[config.mk]
export PLATFORM = sky130hd
export DESIGN_NAME = sha1_counter_keystream_xor_flat
export DESIGN_NICKNAME = d
export VERILOG_FILES = /design/src/rtl/core/sha1ks_pkg.sv /design/src/rtl/core/sha1ks_stream_if.sv /design/src/rtl/core/sha1_counter_keystream_xor.sv /design/src/rtl/core/sha1ks_ctrl.sv /design/src/rtl/core/sha1ks_datapath.sv /design/src/flat_wrapper.sv
export SDC_FILE = /design/constraint.sdc
export NUM_CORES = 1
export LEC_CHECK = 0
export BUFFER_PORTS_ARGS = -buffer_cell sky130_fd_sc_hd__buf_2
export CORE_ASPECT_RATIO = 0.9
export CORE_MARGIN = 5
export CORE_UTILIZATION = 25
export CTS_BUF_LIST = sky130_fd_sc_hd__clkbuf_2 sky130_fd_sc_hd__clkbuf_4 sky130_fd_sc_hd__clkbuf_8
export DETAILED_ROUTE_END_ITERATION = 12
export PLACE_DENSITY = 0.6
export SLEW_MARGIN = 15
export SYNTH_ARGS = -nofsm -noshare
export SYNTH_HDL_FRONTEND = slang
export SYNTH_SLANG_ARGS = --single-unit
[constraint.sdc]
create_clock -name clk_i -period 1.33 [get_ports clk_i]
set_input_delay 0.0665 -clock clk_i [delete_from_list [all_inputs] [get_ports clk_i]]
set_output_delay 0.0665 -clock clk_i [all_outputs]
set_load 0.01 [all_outputs]
[src/rtl/core/sha1ks_pkg.sv]
package sha1ks_pkg;

  localparam int unsigned SeedWidth = 64;
  localparam int unsigned CfgIdxWidth = 1;
  localparam int unsigned DataWidth = 8;
  localparam int unsigned NumRounds = 80;
  localparam int unsigned RoundWidth = 7;

  localparam logic [CfgIdxWidth-1:0] CfgSeedFirst = 1'b0;
  localparam logic [CfgIdxWidth-1:0] CfgSeedSecond = 1'b1;

  localparam logic [31:0] H0Init = 32'h67452301;
  localparam logic [31:0] H1Init = 32'hEFCDAB89;
  localparam logic [31:0] H2Init = 32'h98BADCFE;
  localparam logic [31:0] H3Init = 32'h10325476;
  localparam logic [31:0] H4Init = 32'hC3D2E1F0;

  typedef struct packed {
    logic [DataWidth-1:0] data;
    logic start;
    logic last;
  } in_item_t;

  typedef struct packed {
    logic [DataWidth-1:0] data;
    logic last;
  } out_item_t;

  typedef enum logic [2:0] {
    StIdle,
    StBlk1,
    StBlk2,
    StOut
  } ctrl_state_e;

  // controller to datapath
  typedef struct packed {
    logic take_item;   // latch input item and apply restart
    logic init_hash;   // load iv and message block 1
    logic load_pad;    // fold block 1 and load the padding block
    logic round_en;    // one sha-1 round
    logic finish;      // fold block 2 into the keystream
    logic emit;        // xor and advance position
  } ctrl_cmd_t;

  // datapath to controller
  typedef struct packed {
    logic need_refresh;
    logic rounds_done;
  } dp_status_t;

  function automatic logic [31:0] rotl(input logic [31:0] x, input int unsigned n);
    rotl = (x << n) | (x >> (32 - n));
  endfunction

endpackage

[src/rtl/core/sha1ks_stream_if.sv]
interface sha1ks_stream_if #(
  parameter type payload_t = logic
);
  logic valid;
  logic ready;
  payload_t payload;

  modport source (output valid, output payload, input ready);
  modport sink (input valid, input payload, output ready);
endinterface

[src/rtl/core/sha1_counter_keystream_xor.sv]
// sha-1 counter-mode keystream xor. each accepted byte leaves xored with the
// keystream byte at the current position; a byte at position zero (or with
// start set, which also clears the block counter) first runs two sha-1
// compressions of 80 rounds each through one shared round unit. the next
// byte is accepted only after the previous result has been loaded into the
// output register, which out_ready can stall. seeds must be written through
// cfg_* only while idle; the block itself does not enforce this.
module sha1_counter_keystream_xor (
  input  logic                 clk_i,
  input  logic                 rst_ni,
  input  logic                 cfg_we_i,
  input  logic [sha1ks_pkg::CfgIdxWidth-1:0] cfg_idx_i,
  input  logic [sha1ks_pkg::SeedWidth-1:0] cfg_data_i,
  sha1ks_stream_if.sink        in_if,
  sha1ks_stream_if.source      out_if
);

  sha1ks_pkg::ctrl_cmd_t cmd;
  sha1ks_pkg::dp_status_t status;

  // sequencer: accept, optional rehash, emit
  sha1ks_ctrl u_ctrl (
    .clk_i,
    .rst_ni,
    .in_valid_i  (in_if.valid),
    .in_ready_o  (in_if.ready),
    .out_valid_o (out_if.valid),
    .out_ready_i (out_if.ready),
    .status_i    (status),
    .cmd_o       (cmd)
  );

  // seeds, counter, sha-1 round unit and output register
  sha1ks_datapath u_dp (
    .clk_i,
    .rst_ni,
    .cfg_we_i,
    .cfg_idx_i,
    .cfg_data_i,
    .item_i   (in_if.payload),
    .cmd_i    (cmd),
    .status_o (status),
    .result_o (out_if.payload)
  );

endmodule

[src/rtl/core/sha1ks_ctrl.sv]
module sha1ks_ctrl (
  input  logic                   clk_i,
  input  logic                   rst_ni,
  input  logic                   in_valid_i,
  output logic                   in_ready_o,
  output logic                   out_valid_o,
  input  logic                   out_ready_i,
  input  sha1ks_pkg::dp_status_t status_i,
  output sha1ks_pkg::ctrl_cmd_t  cmd_o
);

  sha1ks_pkg::ctrl_state_e state_q, state_d;
  logic out_valid_q, out_valid_d;
  logic accept;

  // result register can hold one pending transaction while the next item runs
  assign accept = in_valid_i && in_ready_o;

  always_comb begin
    state_d = state_q;
    case (state_q)
      sha1ks_pkg::StIdle: begin
        if (accept) begin
          state_d = sha1ks_pkg::StOut;
        end
      end
      sha1ks_pkg::StOut: begin
        if (status_i.need_refresh) begin
          state_d = sha1ks_pkg::StBlk1;
        end else if (!out_valid_q || out_ready_i) begin
          state_d = sha1ks_pkg::StIdle;
        end
      end
      sha1ks_pkg::StBlk1: begin
        if (status_i.rounds_done) begin
          state_d = sha1ks_pkg::StBlk2;
        end
      end
      sha1ks_pkg::StBlk2: begin
        if (status_i.rounds_done) begin
          state_d = sha1ks_pkg::StOut;
        end
      end
      default: state_d = sha1ks_pkg::StIdle;
    endcase
  end

  always_comb begin
    cmd_o = '0;
    in_ready_o = 1'b0;
    out_valid_d = out_valid_q && !out_ready_i;
    case (state_q)
      sha1ks_pkg::StIdle: begin
        in_ready_o = 1'b1;
        cmd_o.take_item = accept;
      end
      sha1ks_pkg::StOut: begin
        if (status_i.need_refresh) begin
          cmd_o.init_hash = 1'b1;
        end else if (!out_valid_q || out_ready_i) begin
          cmd_o.emit = 1'b1;
          out_valid_d = 1'b1;
        end
      end
      sha1ks_pkg::StBlk1: begin
        cmd_o.round_en = !status_i.rounds_done;
        cmd_o.load_pad = status_i.rounds_done;
      end
      sha1ks_pkg::StBlk2: begin
        cmd_o.round_en = !status_i.rounds_done;
        cmd_o.finish = status_i.rounds_done;
      end
      default: ;
    endcase
  end

  assign out_valid_o = out_valid_q;

  always_ff @(posedge clk_i or negedge rst_ni) begin
    if (!rst_ni) begin
      state_q <= sha1ks_pkg::StIdle;
      out_valid_q <= 1'b0;
    end else begin
      state_q <= state_d;
      out_valid_q <= out_valid_d;
    end
  end

endmodule

[src/rtl/core/sha1ks_datapath.sv]
module sha1ks_datapath (
  input  logic                   clk_i,
  input  logic                   rst_ni,
  input  logic                   cfg_we_i,
  input  logic [sha1ks_pkg::CfgIdxWidth-1:0] cfg_idx_i,
  input  logic [sha1ks_pkg::SeedWidth-1:0] cfg_data_i,
  input  sha1ks_pkg::in_item_t   item_i,
  input  sha1ks_pkg::ctrl_cmd_t  cmd_i,
  output sha1ks_pkg::dp_status_t status_o,
  output sha1ks_pkg::out_item_t  result_o
);

  logic [sha1ks_pkg::SeedWidth-1:0] seed0_q, seed1_q;
  logic [63:0] ctr_q;
  logic [3:0] pos_q;
  logic refresh_q;
  sha1ks_pkg::in_item_t item_q;
  sha1ks_pkg::out_item_t result_q;
  logic [127:0] ks_q;
  logic [31:0] a_q, b_q, c_q, d_q, e_q;
  logic [31:0] h_q [5];
  logic [31:0] w_q [16];
  logic [sha1ks_pkg::RoundWidth-1:0] rnd_q;

  logic [511:0] msg;
  logic [31:0] f, k, t, wn, wcur;
  logic [31:0] h1 [5];

  assign msg = {seed0_q, seed0_q, seed1_q, seed1_q, 192'd0, ctr_q};

  assign wcur = w_q[0];
  assign wn = sha1ks_pkg::rotl(w_q[13] ^ w_q[8] ^ w_q[2] ^ w_q[0], 1);

  always_comb begin
    if (rnd_q < 7'd20) begin
      f = (b_q & c_q) | (~b_q & d_q);
      k = 32'h5A827999;
    end else if (rnd_q < 7'd40) begin
      f = b_q ^ c_q ^ d_q;
      k = 32'h6ED9EBA1;
    end else if (rnd_q < 7'd60) begin
      f = (b_q & c_q) | (b_q & d_q) | (c_q & d_q);
      k = 32'h8F1BBCDC;
    end else begin
      f = b_q ^ c_q ^ d_q;
      k = 32'hCA62C1D6;
    end
    t = sha1ks_pkg::rotl(a_q, 5) + f + e_q + k + wcur;
    h1[0] = h_q[0] + a_q;
    h1[1] = h_q[1] + b_q;
    h1[2] = h_q[2] + c_q;
    h1[3] = h_q[3] + d_q;
    h1[4] = h_q[4] + e_q;
  end

  assign status_o.need_refresh = refresh_q;
  assign status_o.rounds_done =
      (rnd_q == sha1ks_pkg::RoundWidth'(sha1ks_pkg::NumRounds));
  assign result_o = result_q;

  always_ff @(posedge clk_i or negedge rst_ni) begin
    if (!rst_ni) begin
      seed0_q <= '0;
      seed1_q <= '0;
      ctr_q <= '0;
      pos_q <= '0;
      refresh_q <= 1'b0;
    end else begin
      if (cfg_we_i && cfg_idx_i == sha1ks_pkg::CfgSeedFirst) seed0_q <= cfg_data_i;
      if (cfg_we_i && cfg_idx_i == sha1ks_pkg::CfgSeedSecond) seed1_q <= cfg_data_i;
      if (cmd_i.take_item) begin
        if (item_i.start) begin
          ctr_q <= '0;
          pos_q <= '0;
        end
        refresh_q <= item_i.start || (pos_q == 4'd0);
      end
      if (cmd_i.init_hash) refresh_q <= 1'b0;
      if (cmd_i.emit) begin
        pos_q <= pos_q + 4'd1;
        if (pos_q == 4'hF) ctr_q <= ctr_q + 64'd1;
      end
    end
  end

  always_ff @(posedge clk_i) begin
    if (cmd_i.take_item) item_q <= item_i;
    if (cmd_i.emit) begin
      result_q.data <= item_q.data ^ ks_q[127 - 8*pos_q -: 8];
      result_q.last <= item_q.last;
    end
    if (cmd_i.init_hash || cmd_i.load_pad) begin
      rnd_q <= '0;
      for (int i = 0; i < 16; i++) begin
        w_q[i] <= cmd_i.init_hash ? msg[511 - 32*i -: 32]
            : (i == 0 ? 32'h80000000 : (i == 15 ? 32'd512 : 32'd0));
      end
    end else if (cmd_i.round_en) begin
      rnd_q <= rnd_q + 7'd1;
      for (int i = 0; i < 15; i++) w_q[i] <= w_q[i+1];
      w_q[15] <= wn;
      a_q <= t;
      b_q <= a_q;
      c_q <= sha1ks_pkg::rotl(b_q, 30);
      d_q <= c_q;
      e_q <= d_q;
    end
    if (cmd_i.init_hash) begin
      h_q[0] <= sha1ks_pkg::H0Init; a_q <= sha1ks_pkg::H0Init;
      h_q[1] <= sha1ks_pkg::H1Init; b_q <= sha1ks_pkg::H1Init;
      h_q[2] <= sha1ks_pkg::H2Init; c_q <= sha1ks_pkg::H2Init;
      h_q[3] <= sha1ks_pkg::H3Init; d_q <= sha1ks_pkg::H3Init;
      h_q[4] <= sha1ks_pkg::H4Init; e_q <= sha1ks_pkg::H4Init;
    end
    if (cmd_i.load_pad) begin
      for (int i = 0; i < 5; i++) h_q[i] <= h1[i];
      a_q <= h1[0]; b_q <= h1[1]; c_q <= h1[2]; d_q <= h1[3]; e_q <= h1[4];
    end
    if (cmd_i.finish) ks_q <= {h1[0], h1[1], h1[2], h1[3]};
  end

endmodule

[src/flat_wrapper.sv]
// flat-port wrapper written by rule: the top's interface ports become plain ports
module sha1_counter_keystream_xor_flat 
  (clk_i, rst_ni, cfg_we_i, cfg_idx_i, cfg_data_i, in_if_valid, in_if_payload, in_if_ready, out_if_valid, out_if_payload, out_if_ready);
  sha1ks_stream_if in_if_i ();
  sha1ks_stream_if out_if_i ();
  input  logic clk_i;
  input  logic rst_ni;
  input  logic cfg_we_i;
  input  logic [sha1ks_pkg::CfgIdxWidth-1:0] cfg_idx_i;
  input  logic [sha1ks_pkg::SeedWidth-1:0] cfg_data_i;
  input wire logic [$bits(in_if_i.valid)-1:0] in_if_valid;
  input wire logic [$bits(in_if_i.payload)-1:0] in_if_payload;
  output wire logic [$bits(in_if_i.ready)-1:0] in_if_ready;
  output wire logic [$bits(out_if_i.valid)-1:0] out_if_valid;
  output wire logic [$bits(out_if_i.payload)-1:0] out_if_payload;
  input wire logic [$bits(out_if_i.ready)-1:0] out_if_ready;
  assign in_if_i.valid = in_if_valid;
  assign in_if_i.payload = in_if_payload;
  assign in_if_ready = in_if_i.ready;
  assign out_if_valid = out_if_i.valid;
  assign out_if_payload = out_if_i.payload;
  assign out_if_i.ready = out_if_ready;
  sha1_counter_keystream_xor u_core (.clk_i(clk_i), .rst_ni(rst_ni), .cfg_we_i(cfg_we_i), .cfg_idx_i(cfg_idx_i), .cfg_data_i(cfg_data_i), .in_if(in_if_i), .out_if(out_if_i));
endmodule
* Word-level counts from Yosys, hierarchy flattened
Cells that the tools add are included.
** Storage, ports and cells
- Bits in registers :: 18
- Logic and storage cells :: 49
- Output and inout port bits :: 3
- Input port bits :: 71
** Cells by class
- Reductions and logical operators :: 12
- Eq/ne operators :: 8
- Add/sub/neg operators :: 2
- Multiplexer cells :: 20
** Operators with widths (number)
- 3-bit two-way mux :: 5
- 1-bit two-way mux :: 14
- 3-bit case mux with 4 select lines :: 1
- 7-bit by 1-bit adder with 7-bit output (second input constant) :: 1
- 7-bit equality test (second input constant) :: 1
- 3-bit by 2-bit equality test with 1-bit output (second input constant) :: 2
- 2-bit != test (second input constant) :: 3
- 4-bit by 1-bit adder with 4-bit output (second input constant) :: 1
- 4-bit zero test :: 1
- 4-bit AND reduction :: 1
- 3-bit by 1-bit equality test with 1-bit output (second input constant) :: 1
- 1-bit zero test :: 3
- 3-bit zero test :: 1
- 3-bit != test (second input constant) :: 1
- 1-bit logical AND :: 2
- 1-bit logical OR :: 2
- 2-bit nonzero test :: 1
- 2-bit OR reduction :: 1

* Longest topological paths before layout
- Depth in word-level cells :: 6
- Depth in mapped cells :: 6
- Depth with buffers taken out :: 6

* By module
From an unflattened synthesis, not the netlist that was laid out.
** Unflattened totals
- Cells, all modules :: 4704
- Area total of the unflattened synthesis :: 60558.1 µm²
** By module, submodules not included
- sha1ks_datapath :: cells each 4676, instances 1, sequential area each 34438.0 µm², area each 60279.1 µm²
- sha1ks_ctrl :: cells each 27, instances 1, sequential area each 75.1 µm², area each 275.3 µm²
- sha1_counter_keystream_xor :: cells each 1, instances 1, sequential area each 0.0 µm², area each 3.8 µm²

* Worst setup path after synthesis
No wires, ideal clock.
- Kind :: register to register
- Start point :: register u_core.u_ctrl.state_q[0]
- End point :: register u_core.u_dp.rnd_q[5] in the netlist's numbering
- Arrival time :: 1.393 ns
- Setup slack :: -0.133 ns
- Path buffers :: 0
- Data required time :: 1.260 ns
- Stages on the path, launching flop included :: 6
- Cell sequence :: dfrtp_1 -> inv_1 -> ha_1 -> nand4_1 -> or3_1 -> a21oi_1
** Between the ends
- Cells in the longest elaborated chain, start to end :: 3
** RTL lines
- start, declared :: line sha1ks_ctrl.sv:12 : sha1ks_pkg::ctrl_state_e state_q, state_d;
- start signal, assigned :: line sha1ks_ctrl.sv:81 : state_q <= sha1ks_pkg::StIdle;
- start signal, assigned :: line sha1ks_ctrl.sv:84 : state_q <= state_d;
- 3-bit by 1-bit equality test with 1-bit output / 3-bit by 2-bit equality test with 1-bit output (equally long branches) :: line sha1ks_ctrl.sv:52 : case (state_q)
- 2-bit OR reduction (no line) / 1-bit two-way mux (equally long branches)
- 1-bit two-way mux / 1-bit logical OR (equally long branches)
- end signal, assigned :: line sha1ks_datapath.sv:99 : rnd_q <= rnd_q + 7'd1;
- end, declared :: line sha1ks_datapath.sv:23 : logic [sha1ks_pkg::RoundWidth-1:0] rnd_q;
Several ways; a longest one is shown, not always the timed one.
A chain may end at the register's enable or synchronous reset.

* Final worst setup path
- Start point :: register u_core.u_ctrl.state_q[1]
- End point :: register u_core.u_dp.rnd_q[5] in the netlist's numbering
The elaborated chain is that of the path after synthesis.

==> metrics <==
run status=complete, but fails checks; violated checks=setup timing; Die Span X=73.2 um; DRC=0; Root Buffer=sky130_fd_sc_hd__clkbuf_8; Hold Violations, Final=0; number of violations reported at the end of detailed-routing iteration 0=18; portion of total power attributed to combinational logic=49.8%; final count of negative-setup-slack endpoints=8; Clock transition at path regs=0.07 ns; layout cells sized above 1=34.2%; Max Clock Skew=0.00736 ns; vertical extent of the die=66.9 um; H-tree levels=1; largest fanout on the critical path=4; total overflow reported by the global router=0; count of maximum capacitance violations=0; sequential share of power=35.3%; Core ar.=0.00343 mm^2; power density over the cells=2250 mW/mm^2; Worst Tran Pin Value=0.249 ns; number of max-slew violations in the final report=0; first-pass GRT wire length=2.65 mm; cell area after synthesis=900 um^2; worst vdd ir=0.000551 V; Post-Synthesis Net Count=168; top achievable clock speed=0.706 GHz; post-layout total power=2.72 mW; number of standard cells after synthesis=88; final estimated routing congestion in global placement=0.757; non-filler cells, final=155; Vias per Instance=4.44; end-of-flow core utilization=35.2%; Final period util=107%; dpl cell area=0.00106 mm^2; HP Class=in -> reg; Post-Place Cells=144; input/output buffers=7; CP endpoint kind=flop; proportion of synthesized area in mux cells=2.23%; largest net degree at the start of global routing=10; CTS Buffer Depth=2; total number of vias=688; share of the synthesized netlist area taken by xor and xnor gates=5.84%; length of the first detailed-routing pass in iterations=4; antenna violation net count after detailed routing=0; Sinks on Clock Net=17; antenna violations before repair=0; final critical-path setup slack=-0.0872 ns; count of unique library cells instantiated by Yosys=30; setup_tns=-0.413 ns; critical setup path kind=reg -> reg; NumNets Final=192; top-level I/O count=74; TritonCTS Buffers=3; portion of the post-synthesis area used by sequential elements=44.5%; number of warnings issued by yosys=0; Final min period=1.42 ns; Place WS=-0.0831 ns; area of the die=0.00490 mm^2; Clk Latency, worst-skew pair=0.25 ns; post-synthesis simple-gate area fraction=20.4%; Global Route Usage Sum=7.14%; Finished Cell Area=0.00121 mm^2; # diodes=0; Critical Path RT=1.52 ns; via count of the first global-routing pass=638; cell leakage power=0.514 nW; CTS tree=yes; worst slew margin relative to its limit=83.4%; Routed wire per std cell=11.1 um; unrepaired setup endpoints after global routing=true; Placement Rows=20; area growth from synthesis to final layout=34.2%; clock network fraction of design power=14.9%; startpoint type of the worst setup path=flop; design internal power=1.71 mW; combinational family with the most area after synthesis=simple AND/OR/NAND/NOR gates; Starting Density=26.2%; total half-perimeter wirelength after legalization and detailed placement=1.23 mm; crit path DAT=1.61 ns; net switching power=1.00 mW; total of flip-flops plus latches after synthesis=17; Compound-Gate Fraction of Synth Area=9.32%; Synth Area in Adders=12.5%; DRT Wirelength=1.73 mm; Fin Hold WS=0.105 ns; switching fraction of total power=36.9%; synthesized area per cell=10.2 um^2
==> logic make-up (layout without fill, tap and decap cells) <==
| group | count (synthesis) | after routing |
|---|---|---|
| compound gates | 12 | 12 |
| xor+xnor | 6 | 6 |
| fa+ha+maj | 9 | 9 |
| buf+inv | 12 | 35 |
| flops | 17 | 17 |
| mux | 2 | 2 |
| simple gates | 30 | 30 |
==> state kept, by name (all words and copies together), names as in the netlist <==
signal,count
u_core.u_ctrl.out_valid_o,1
u_core.u_ctrl.state_q,2
u_core.u_dp.item_q,1
u_core.u_dp.pos_q,4
u_core.u_dp.refresh_q,1
u_core.u_dp.result_o,1
u_core.u_dp.rnd_q,7
==> power groups by stage <==
stage / Combinational, mW / Clock, mW / Sequential [mW]
finish: 1.35 / 0.403 / 0.959
global route: 1.52 / 0.428 / 0.989
detailed placement: 1.15 / 0 / 0.928
CTS: 1.18 / 0.414 / 0.922
floorplan: 0.820 / 0 / 0.915
global placement: 1.09 / 0 / 0.925
==> worst paths after layout <==
| check | startpoint | end | slack, ns | cells after the start |
|---|---|---|---|---|
| max in group asynchronous | rst_ni | u_core.u_ctrl.state_q[1] | 0.96 | 2 |
| min | out_if_ready | u_core.u_ctrl.out_valid_o | 0.10 | 3 |
| min in group asynchronous | rst_ni | u_core.u_dp.refresh_q | 0.18 | 2 |
| max | u_core.u_ctrl.state_q[1] | u_core.u_dp.rnd_q[5] | -0.09 | 5 |
| max reg2reg | u_core.u_ctrl.state_q[1] | u_core.u_dp.rnd_q[5] | -0.09 | 5 |
| min reg2reg | u_core.u_dp.item_q[0] | u_core.u_dp.result_o[0] | 0.44 | 0 |
==> worst max-delay path, cell delays in order, from the launching register on <==
cell                      delay [ns]
sky130_fd_sc_hd__dfrtp_2        0.42
sky130_fd_sc_hd__inv_2          0.08
sky130_fd_sc_hd__ha_4           0.28
sky130_fd_sc_hd__nand4_1        0.13
sky130_fd_sc_hd__or3_1          0.32
sky130_fd_sc_hd__a21oi_1        0.12
==> synthesized netlist by cell type <==
cell | count | area share, %
sky130_fd_sc_hd__inv_1 | 10 | 4.2
sky130_fd_sc_hd__nand2_1 | 10 | 4.2
sky130_fd_sc_hd__ha_1 | 9 | 13
sky130_fd_sc_hd__dfrtp_1 | 8 | 22
sky130_fd_sc_hd__dfxtp_1 | 7 | 16
sky130_fd_sc_hd__xnor2_1 | 4 | 3.9
sky130_fd_sc_hd__a21oi_1 | 3 | 1.7
sky130_fd_sc_hd__nand2b_1 | 3 | 2.1
sky130_fd_sc_hd__nand4_1 | 3 | 2.1
sky130_fd_sc_hd__nor2_1 | 3 | 1.3
sky130_fd_sc_hd__nor3_1 | 3 | 1.7
sky130_fd_sc_hd__o21ai_0 | 3 | 1.7
sky130_fd_sc_hd__edfxtp_1 | 2 | 6.7
sky130_fd_sc_hd__mux2i_1 | 2 | 2.2
sky130_fd_sc_hd__nand4b_1 | 2 | 1.9
sky130_fd_sc_hd__xor2_1 | 2 | 1.9
sky130_fd_sc_hd__and2_1 | 1 | 0.70
sky130_fd_sc_hd__clkbuf_1 | 1 | 0.42
sky130_fd_sc_hd__clkbuf_2 | 1 | 0.56
sky130_fd_sc_hd__nand4bb_4 | 1 | 3.1
sky130_fd_sc_hd__nor2b_1 | 1 | 0.70
sky130_fd_sc_hd__nor3_2 | 1 | 1.1
sky130_fd_sc_hd__nor4b_1 | 1 | 0.97
sky130_fd_sc_hd__o21ai_1 | 1 | 0.56
sky130_fd_sc_hd__o21ai_2 | 1 | 0.97
sky130_fd_sc_hd__o221a_2 | 1 | 1.3
sky130_fd_sc_hd__o22ai_2 | 1 | 1.4
sky130_fd_sc_hd__o31ai_1 | 1 | 0.83
sky130_fd_sc_hd__o32ai_1 | 1 | 0.97
sky130_fd_sc_hd__or3_1 | 1 | 0.70
==> placed cells by master (no fill, tap or decap), types with 4 or more instances in the layout <==
cell                      Yosys  final
sky130_fd_sc_hd__buf_2        0      7
sky130_fd_sc_hd__buf_4        0     11
sky130_fd_sc_hd__dfrtp_1      8      6
sky130_fd_sc_hd__dfxtp_1      7      7
sky130_fd_sc_hd__ha_1         9      7
sky130_fd_sc_hd__inv_1       10      8
sky130_fd_sc_hd__nand2_1     10      9
sky130_fd_sc_hd__xnor2_1      4      4
==> cell type report <==
class,instances,area [um^2]
repair buffers,21,158
well taps,44,55.1
flip-flops and latches,17,403
multi-input cells,59,505
clock buffers,4,48.8
fillers,337,2220
inverters,10,37.5
==> timing repair <==
item | 4_1_cts | 5_1_grt
gates resized for setup | 0 | 9
pin swaps | 3 | 2
setup endpoints to repair | 11 | 14
buffers inserted | 1 | 4
hold endpoints to repair | 9 | 0
hold buffers | 2 | 0
==> metal layers <==
metal / global-route usage, % / wire, um / share of wire (%) / up-vias
li1: - / - / - / 346
met1: 8.31 / 792 / 46 / 324
met2: 11.4 / 810 / 47 / 16
met3: 4.07 / 115 / 6.7 / 2
met4: 1.38 / 7 / 0.41 / 0
met5: 0 / 0 / 0 / -
Note: power is estimated with default switching activity, not from simulation.
